### config.mk
export PLATFORM = sky130hd
export DESIGN_NAME = lenient_utf8_decoder_core
export DESIGN_NICKNAME = d
export VERILOG_FILES = /design/src/rtl/lu8d_pkg.sv /design/src/rtl/lenient_utf8_decoder_core.sv
export SDC_FILE = /design/constraint.sdc
export NUM_CORES = 1
export LEC_CHECK = 0
export BUFFER_PORTS_ARGS = -buffer_cell sky130_fd_sc_hd__buf_2
export CAP_MARGIN = 10
export CORE_MARGIN = 5
export CORE_UTILIZATION = 45
export CTS_BUF_LIST = sky130_fd_sc_hd__clkbuf_2
export DETAILED_ROUTE_END_ITERATION = 8
export PLACE_DENSITY = 0.68
export RECOVER_POWER = 25
export SLEW_MARGIN = 5
export SYNTH_ARGS = -nofsm -noshare
export SYNTH_HDL_FRONTEND = slang
export SYNTH_SLANG_ARGS = --single-unit
export TNS_END_PERCENT = 30
### constraint.sdc
create_clock -name clock -period 1.95 [get_ports clock]
set_input_delay 0.0975 -clock clock [delete_from_list [all_inputs] [get_ports clock]]
set_output_delay 0.0975 -clock clock [all_outputs]
set_load 0.02 [all_outputs]
### src/rtl/lu8d_pkg.sv
// ----------------------------------------------------------------------------
// lu8d_pkg
// shared widths, byte masks and lead byte codes of the lenient utf-8 decoder
// ----------------------------------------------------------------------------
package lu8d_pkg;

   localparam int BYTE_W    = 8;
   localparam int CP_W      = 21;
   localparam int LEFT_W    = 2;
   localparam int RSP_DATA_W = ((CP_W + 7) / 8) * 8;

   localparam logic [BYTE_W-1:0] ASCII_LIMIT = 8'h80;
   localparam logic [BYTE_W-1:0] LEAD2_MASK  = 8'h1F;
   localparam logic [BYTE_W-1:0] LEAD3_MASK  = 8'h0F;
   localparam logic [BYTE_W-1:0] LEAD4_MASK  = 8'h07;
   localparam logic [BYTE_W-1:0] CONT_MASK   = 8'h3F;

   // top bits of each byte class
   localparam logic [2:0] LEAD2_CODE = 3'b110;
   localparam logic [3:0] LEAD3_CODE = 4'b1110;
   localparam logic [4:0] LEAD4_CODE = 5'h1E;
   localparam logic [1:0] CONT_CODE  = 2'b10;

   localparam logic [LEFT_W-1:0] LEFT_NONE = 2'd0;
   localparam logic [LEFT_W-1:0] LEFT_ONE  = 2'd1;
   localparam logic [LEFT_W-1:0] LEFT_TWO  = 2'd2;
   localparam logic [LEFT_W-1:0] LEFT_THREE = 2'd3;

   typedef struct packed {
      logic [LEFT_W-1:0] bytes_left;
      logic [CP_W-1:0]   accumulator;
      logic              spoiled;
   } dec_state_type;

endpackage

### src/rtl/lenient_utf8_decoder_core.sv
// ----------------------------------------------------------------------------
// lenient_utf8_decoder_core
// byte-stream utf-8 decoder giving one result per input byte
// ----------------------------------------------------------------------------
// usage:
//   req channel carries one raw text byte per request in req_tdata, with
//   req_tlast on the final byte of a text. rsp channel returns one result per
//   byte: rsp_tuser high when that byte completes a nonzero codepoint, the
//   codepoint in rsp_tdata (zero otherwise) and rsp_tlast echoing req_tlast.
//   stray lead bytes, spoiled sequences and sequences cut off by the end of
//   text give rsp_tuser low.
// pipeline and throughput:
//   a byte is held in an input register and decoded into the result register,
//   where its result is shown once the result register is free to take it.
//   one byte per cycle is sustained while rsp_tready stays high; the decode
//   state update in front of the result register sets that figure.
// reset and stalls:
//   reset empties both registers and clears the decode state. while rsp_tready
//   is low a waiting result holds and one more request can still be taken into
//   the input register; after that req_tready drops until the result leaves.
// ----------------------------------------------------------------------------
module lenient_utf8_decoder_core (
   input  logic                        clock,
   input  logic                        reset,
   input  logic                        req_tvalid,
   output logic                        req_tready,
   input  logic [lu8d_pkg::BYTE_W-1:0] req_tdata,   // [7:0] in_byte
   input  logic                        req_tlast,   // text_end
   output logic                        rsp_tvalid,
   input  logic                        rsp_tready,
   output logic [lu8d_pkg::RSP_DATA_W-1:0] rsp_tdata, // [20:0] codepoint, rest zero
   output logic                        rsp_tuser,   // cp_valid
   output logic                        rsp_tlast    // end_of_text
);
   import lu8d_pkg::*;

   logic                  in_valid_ff;
   logic [BYTE_W-1:0]     in_byte_ff;
   logic                  in_last_ff;

   dec_state_type         state_ff;
   dec_state_type         state_in;

   logic                  out_valid_ff;
   logic [CP_W-1:0]       out_cp_ff;
   logic                  out_flag_ff;
   logic                  out_last_ff;

   logic                  cp_valid_in;
   logic [CP_W-1:0]       cp_in;
   logic                  advance;

   assign advance    = in_valid_ff && (!out_valid_ff || rsp_tready);
   assign req_tready = !in_valid_ff || advance;

   // decode of the byte in the input register
   always_comb begin
      state_in    = state_ff;
      cp_valid_in = 1'b0;
      cp_in       = '0;
      if (state_ff.bytes_left == LEFT_NONE) begin
         if (in_byte_ff < ASCII_LIMIT) begin
            if (in_byte_ff != '0) begin
               cp_valid_in = 1'b1;
               cp_in       = CP_W'(in_byte_ff);
            end
         end else if (in_byte_ff[7:5] == LEAD2_CODE) begin
            state_in.accumulator = CP_W'(in_byte_ff & LEAD2_MASK);
            state_in.bytes_left  = LEFT_ONE;
            state_in.spoiled     = 1'b0;
         end else if (in_byte_ff[7:4] == LEAD3_CODE) begin
            state_in.accumulator = CP_W'(in_byte_ff & LEAD3_MASK);
            state_in.bytes_left  = LEFT_TWO;
            state_in.spoiled     = 1'b0;
         end else if (in_byte_ff[7:3] == LEAD4_CODE) begin
            state_in.accumulator = CP_W'(in_byte_ff & LEAD4_MASK);
            state_in.bytes_left  = LEFT_THREE;
            state_in.spoiled     = 1'b0;
         end
      end else begin
         if (!state_ff.spoiled) begin
            if (in_byte_ff[7:6] == CONT_CODE) begin
               state_in.accumulator = {state_ff.accumulator[CP_W-7:0],
                                       in_byte_ff[5:0] & CONT_MASK[5:0]};
            end else begin
               state_in.spoiled     = 1'b1;
               state_in.accumulator = '0;
            end
         end
         state_in.bytes_left = state_ff.bytes_left - LEFT_ONE;
         if (state_in.bytes_left == LEFT_NONE && !state_in.spoiled &&
             state_in.accumulator != '0) begin
            cp_valid_in = 1'b1;
            cp_in       = state_in.accumulator;
         end
      end
      if (in_last_ff) begin
         state_in = '0;
      end
   end

   always_ff @(posedge clock) begin
      if (reset) begin
         in_valid_ff  <= 1'b0;
         out_valid_ff <= 1'b0;
         state_ff     <= '0;
      end else begin
         if (req_tready) begin
            in_valid_ff <= req_tvalid;
         end
         if (advance) begin
            out_valid_ff <= 1'b1;
            state_ff     <= state_in;
         end else if (rsp_tready) begin
            out_valid_ff <= 1'b0;
         end
      end
   end

   always_ff @(posedge clock) begin
      if (req_tready && req_tvalid) begin
         in_byte_ff <= req_tdata;
         in_last_ff <= req_tlast;
      end
      if (advance) begin
         out_cp_ff   <= cp_in;
         out_flag_ff <= cp_valid_in;
         out_last_ff <= in_last_ff;
      end
   end

   assign rsp_tvalid = out_valid_ff;
   assign rsp_tdata  = RSP_DATA_W'(out_cp_ff);
   assign rsp_tuser  = out_flag_ff;
   assign rsp_tlast  = out_last_ff;

endmodule
* Word level (Yosys, flattened, before mapping)
Index checks and enable logic that the tools add are counted.
Cells by class: add/sub/neg operators 1, multiply operators 0, divide/modulo/power cells 0, magnitude comparators 1, equality and inequality tests 6, shift-type cells 0, mux-type cells 20, bitwise logic cells 0, reduce and logical (&&, ||, !) cells 15
Operators with widths (number):
- $mux 24 | 6
- $mux 21 | 3
- $mux 22 | 2
- $reduce_bool 21->1 | 1
- $mux 8 | 2
- $lt 8x8->1 const B | 1
- $reduce_bool 8->1 | 1
- $mux 1 | 7
- $eq 5x5->1 const B | 1
- $ne 5x2->1 const B | 1
- $eq 4x4->1 const B | 1
- $logic_and 1x1->1 | 4
- $logic_not 2->1 | 2
- $eq 3x3->1 const B | 1
- $logic_not 1->1 | 3
- $ne 3x3->1 const B | 1
- $reduce_and 3->1 | 1
- $eq 2x2->1 const B | 1
- $logic_or 1x1->1 | 2
- $reduce_bool 2->1 | 1
- $sub 2x1->2 const B | 1
Storage, ports and cells: flip-flop bits (word level) 58, bits in latches 0, bits in writable memories 0, memory bits (read-only) 0, output and inout port bits 28, logic and storage cells 53, memories kept 0

* Logic depth before layout (Yosys ltp)
depth in word-level cells 9, gate-level depth with buffers 7, gate-level depth less buffers 6

* Least setup slack after synthesis
OpenSTA, ideal clock, no wires.
path type flip-flop to flip-flop, start register out_valid_ff (netlist: rsp_tvalid), end register state_ff[22] (netlist bit), setup time 0.070 ns, arrival 2.079 ns, data required time 1.880 ns, setup slack -0.199 ns, stages on the path, launching flop included 7, path buffers 0, period minus slack after synthesis 2.149 ns, path through dfxtp_1 > nor2b_1 > nand2b_1 > inv_1 > nand2_1 > or4_1 > a21oi_1
Between the ends: longest elaborated chain between the ends 4
Ends and longest elaborated chain:
- start, declared | RTL line lenient_utf8_decoder_core.sv:44 | logic out_valid_ff;
- start signal, assigned | RTL line lenient_utf8_decoder_core.sv:105 | out_valid_ff <= 1'b0;
- start signal, assigned | RTL line lenient_utf8_decoder_core.sv:112 | out_valid_ff <= 1'b1;
- start signal, assigned | RTL line lenient_utf8_decoder_core.sv:115 | out_valid_ff <= 1'b0;
- $logic_not 1->1 | RTL line lenient_utf8_decoder_core.sv:53 | assign advance = in_valid_ff && (!out_valid_ff || rsp_tready);
- $logic_or 1x1->1 | RTL line lenient_utf8_decoder_core.sv:53
- $logic_and 1x1->1 | RTL line lenient_utf8_decoder_core.sv:53
- named net advance | RTL line lenient_utf8_decoder_core.sv:51 | logic advance;
- $reduce_and 3->1 (no line)
- end signal, assigned | RTL line lenient_utf8_decoder_core.sv:113 | state_ff <= state_in;
- end, declared | RTL line lenient_utf8_decoder_core.sv:41 | dec_state_type state_ff;
The timed path passes the listed nets, and every way through them passes these cells. A chain may end at the register's enable or synchronous reset.

* Worst setup path after layout
start register in_byte_ff[6], end register out_cp_ff[16], data pin
Between the ends: longest elaborated chain between the ends 9, elaborated cells between the ends (all ways) 11
Ends and longest elaborated chain:
- start, declared | RTL line lenient_utf8_decoder_core.sv:38 | logic [BYTE_W-1:0] in_byte_ff;
- start signal, assigned | RTL line lenient_utf8_decoder_core.sv:122 | in_byte_ff <= req_tdata;
- $eq 2x2->1 (*) | RTL line lenient_utf8_decoder_core.sv:82 | if (in_byte_ff[7:6] == CONT_CODE) begin
- $mux 1 | RTL line lenient_utf8_decoder_core.sv:82
- $mux 22 (*) | RTL line lenient_utf8_decoder_core.sv:81 | if (!state_ff.spoiled) begin
- $mux 22 (*) | RTL line lenient_utf8_decoder_core.sv:61 | if (state_ff.bytes_left == LEFT_NONE) begin
- parallel branches: the longest is 3 deep, another holds $reduce_bool 21->1
- $mux 21 (*) | RTL line lenient_utf8_decoder_core.sv:91 | if (state_in.bytes_left == LEFT_NONE && !state_in.spoiled &&
- $mux 21 (*) | RTL line lenient_utf8_decoder_core.sv:61
- end signal, assigned | RTL line lenient_utf8_decoder_core.sv:126 | out_cp_ff <= cp_in;
- end, declared | RTL line lenient_utf8_decoder_core.sv:45 | logic [CP_W-1:0] out_cp_ff;
Mark *: on every way between the ends. The select of a mux whose other input is x is not followed.

==> key figures <==
Outcome
  • Outcome: finished, final reports clean

Logic synthesis
  • Syn Area/Cell: 10.0 µm²
  • Library cells used by synthesis: 40
  • Synthesized instance count: 263
  • Synthesized area: 0.00264 mm²
  • Synth warn: 0
  • Synth area leaders: edfxtp_1 36%, dfxtp_1 20%, nor2_1 5.8%
  • Seq/Total Area, Yosys: 0.562
  • Yosys top cell area share: 0.365
  • #FFs+latches synth: between 50 and 60
  • Asr flop ratio synth: 0
  • Yosys top cell by area: edfxtp_1
  • Post-synth top flop: edfxtp_1
  • EDFF count, synth: 32

STA
  • WHS: a little over 0.04 ns
  • Fmax: 546 MHz
  • Hold Fails Final Rpt: 0
  • Period utilization: 0.939
  • Worst-Margin Slew: 0.616 ns
  • Clock skew: 0.0175 ns
  • Fin crit period: 1.83 ns
  • Endpoints failing setup: 0
  • Total Neg Setup Slack: 0 ns
  • Rel. slew slack: 0.587
  • Final Max Tran Viols: 0
  • RSZ-0062 raised after global routing: false

Worst setup path
  • CP Launch Type: register
  • Worst-path maximum fanout: 10
  • Worst path required time: 2.30 ns
  • R2r setup slk: 0.12 ns
  • Critical Path Start: in_byte_ff[6]$_DFFE_PP_
  • Arr. time, crit path: roughly 2.2 ns
  • Worst R2R Start: in_byte_ff[6]$_DFFE_PP_
  • WS Path Type: register to register
  • Worst R2R Path Depth: 4
  • CP endpoint kind: register
  • Worst R2R End: out_cp_ff[16]$_SDFFCE_PP0P_

Detailed routing
  • Highest routed layer: met4
  • Wirelength per Cell: about 16 µm
  • DR WL met3: 489 µm
  • DRC Markers: 0
  • Met2 WL: 2960 µm
  • Drt first pass iters: 4
  • Drt initial violations: 164
  • Metal-1 WL: between 2000 and 3000 µm
  • Vias: roughly 2.2k
  • Routed vias/inst: 5.53
  • Post-Route WL: 6390 µm
  • ANT nets after route: 0

Finish
  • Area of the multi-input gates: around 0.0011 mm²
  • Ratio of cells with drive above 1 in the final layout: 0.198
  • Layout Cells excl Fill: 400
  • Synth-to-layout area growth: 20.6%
  • Diode count: 0
  • Final nets: 336
  • FILL cells: 559
  • Most frequent cells in the layout: 41 x nor2_1, 32 x edfxtp_1, 26 x dfxtp_1, 23 x and2_1, 21 x a21oi_1
  • Most common cell after layout, fill and taps aside: nor2_1
  • Area occupied by registers: 0.00148 mm²

CTS
  • Root buf cell: clkbuf_2
  • Depth of the CTS H-tree: 3
  • Clock Sinks: 58
  • Clk_lat worst skew: approximately 0.49 ns
  • CTS tree: built
  • Worst-path clk slew: 0.15 ns
  • Max Buffers Root-to-Sink: 2
  • Clock buffer count from CTS: 9

Flow run
  • MaxCap Viol Count: 0

Global routing
  • Largest net degree at the start of global routing: 30
  • GRT Total Usage: 0.179
  • First-pass GRT wire length: 10400 µm
  • Vias in the first global route: between 2k and 2.5k
  • Initial antenna violation count: 0
  • Grt ovf: 0

Worst hold path
  • Worst Hold Path EP: state_ff[14]$_SDFFE_PP0P_
  • Hold Startpoint: reset
  • Hold WC Path Type: primary input to register
  • Worst Hold Path Cells: 2

Pwr
  • Peak VDD IR: 405 µV
  • PwrDens: 705 mW/mm²
  • P_leak: 1.14 nW

Floorplanning
  • Die ar.: 0.00749 mm²
  • Initial Utilization: 0.470
  • Die Wd: around 87 µm
  • Placeable Area: 0.00561 mm²
  • Die height: 86.5 µm
  • Num rows: 27
  • Top Ports: 41

Placement
  • GP Congestion: 0.864
  • DP HPWL: 4190 µm
  • Dpl cells: 371
  • I/O Buffers: 37
-- area by class of cell --
cell class / instances / share of cell area
clock buffers: 12 / 0.0189
clock inverters: 4 / 0.00591
inverters: 3 / 0.00591
multi-input cells: 182 / 0.334
flip-flops and latches: 58 / 0.466
well taps: 72 / 0.0283
repair buffers: 68 / 0.139
repair inverters: 1 / 0.00157
-- logic make-up (layout without fill, tap and decap cells) --
| family | count (synthesis) | in the layout | share of synthesized area |
|---|---|---|---|
| and+or+nand+nor | 119 | 119 | 0.238 |
| DFF | 58 | 58 | 0.562 |
| muxes | 4 | 4 | 0.0161 |
| AOI/OAI and AO/OA | 56 | 56 | 0.134 |
| other | 1 | 3 | 0.00142 |
| buffers and inverters | 25 | 88 | 0.0484 |
-- report_power, final --
part	total, mW	switching [mW]	internal (mW)
registers	1.36	0.0279	1.33
clock network	0.602	0.428	0.174
logic	0.278	0.178	0.0995
-- registers in the layout, indices dropped and copies added (netlist names) --
name         cells
state_ff        24
rsp_tlast        1
rsp_tvalid       1
rsp_tuser        1
out_cp_ff       21
in_valid_ff      1
in_last_ff       1
in_byte_ff       8
-- what timing repair did --
| action | 4_1_cts | 5_1_grt |
|---|---|---|
| pin swaps | 0 | 0 |
| endpoints found under the hold margin | 11 | 0 |
| gates resized for setup | 1 | 6 |
| cloned | 0 | 1 |
| buffers inserted | 0 | 0 |
| setup endpoints to repair | 3 | 4 |
| hold buffers | 12 | 0 |
-- worst max-delay path by stage --
stage,end,slack [ns],cells after the start
global placement,state_ff[3]$_SDFFE_PP0P_,0.008,4
global route,state_ff[15]$_SDFFE_PP0P_,0.03,7
CTS,state_ff[22]$_SDFFE_PP0P_,0.10,5
floorplan,state_ff[4]$_SDFFE_PP0P_,-0.05,7
detailed placement,state_ff[8]$_SDFFE_PP0P_,-0.03,6
finish,out_cp_ff[16]$_SDFFCE_PP0P_,0.12,4
-- cell usage after synthesis, types with 4 or more instances --
library cell / n
nand2_1: 10
buf_2: 6
a31oi_1: 14
clkbuf_1: 10
o21ai_0: 4
nor2_1: 41
nor3_1: 5
edfxtp_1: 32
dfxtp_1: 26
a22oi_1: 6
and2_1: 23
buf_4: 5
nor4_1: 15
a21oi_1: 21
-- routing by layer --
layer  global-route usage  vias up
li1                     -     1088
met1                0.237     1036
met2                0.279       79
met3               0.0570        9
met4               0.0595        0
met5                    0        -
-- metrics by stage --
step | setup slack (ns) | power, mW | util | instance area (µm²)
floorplan | -0.0528 | 1.55 | - | 2650
global placement | 0.00799 | 1.63 | 0.528 | 2960
detailed placement | -0.0252 | 1.64 | 0.528 | 2960
CTS | 0.102 | 2.25 | 0.564 | 3160
global route | 0.0273 | 2.35 | 0.567 | 3180
finish | 0.118 | 2.24 | 0.567 | 3180
-- critical path, stage by stage, from the launching register on --
cell and delay [ns]:
edfxtp_1 0.43, buf_4 0.18, nand2b_1 0.29, or3_1 0.57, nor2_1 0.21
Power figures use the tool's default switching activity.
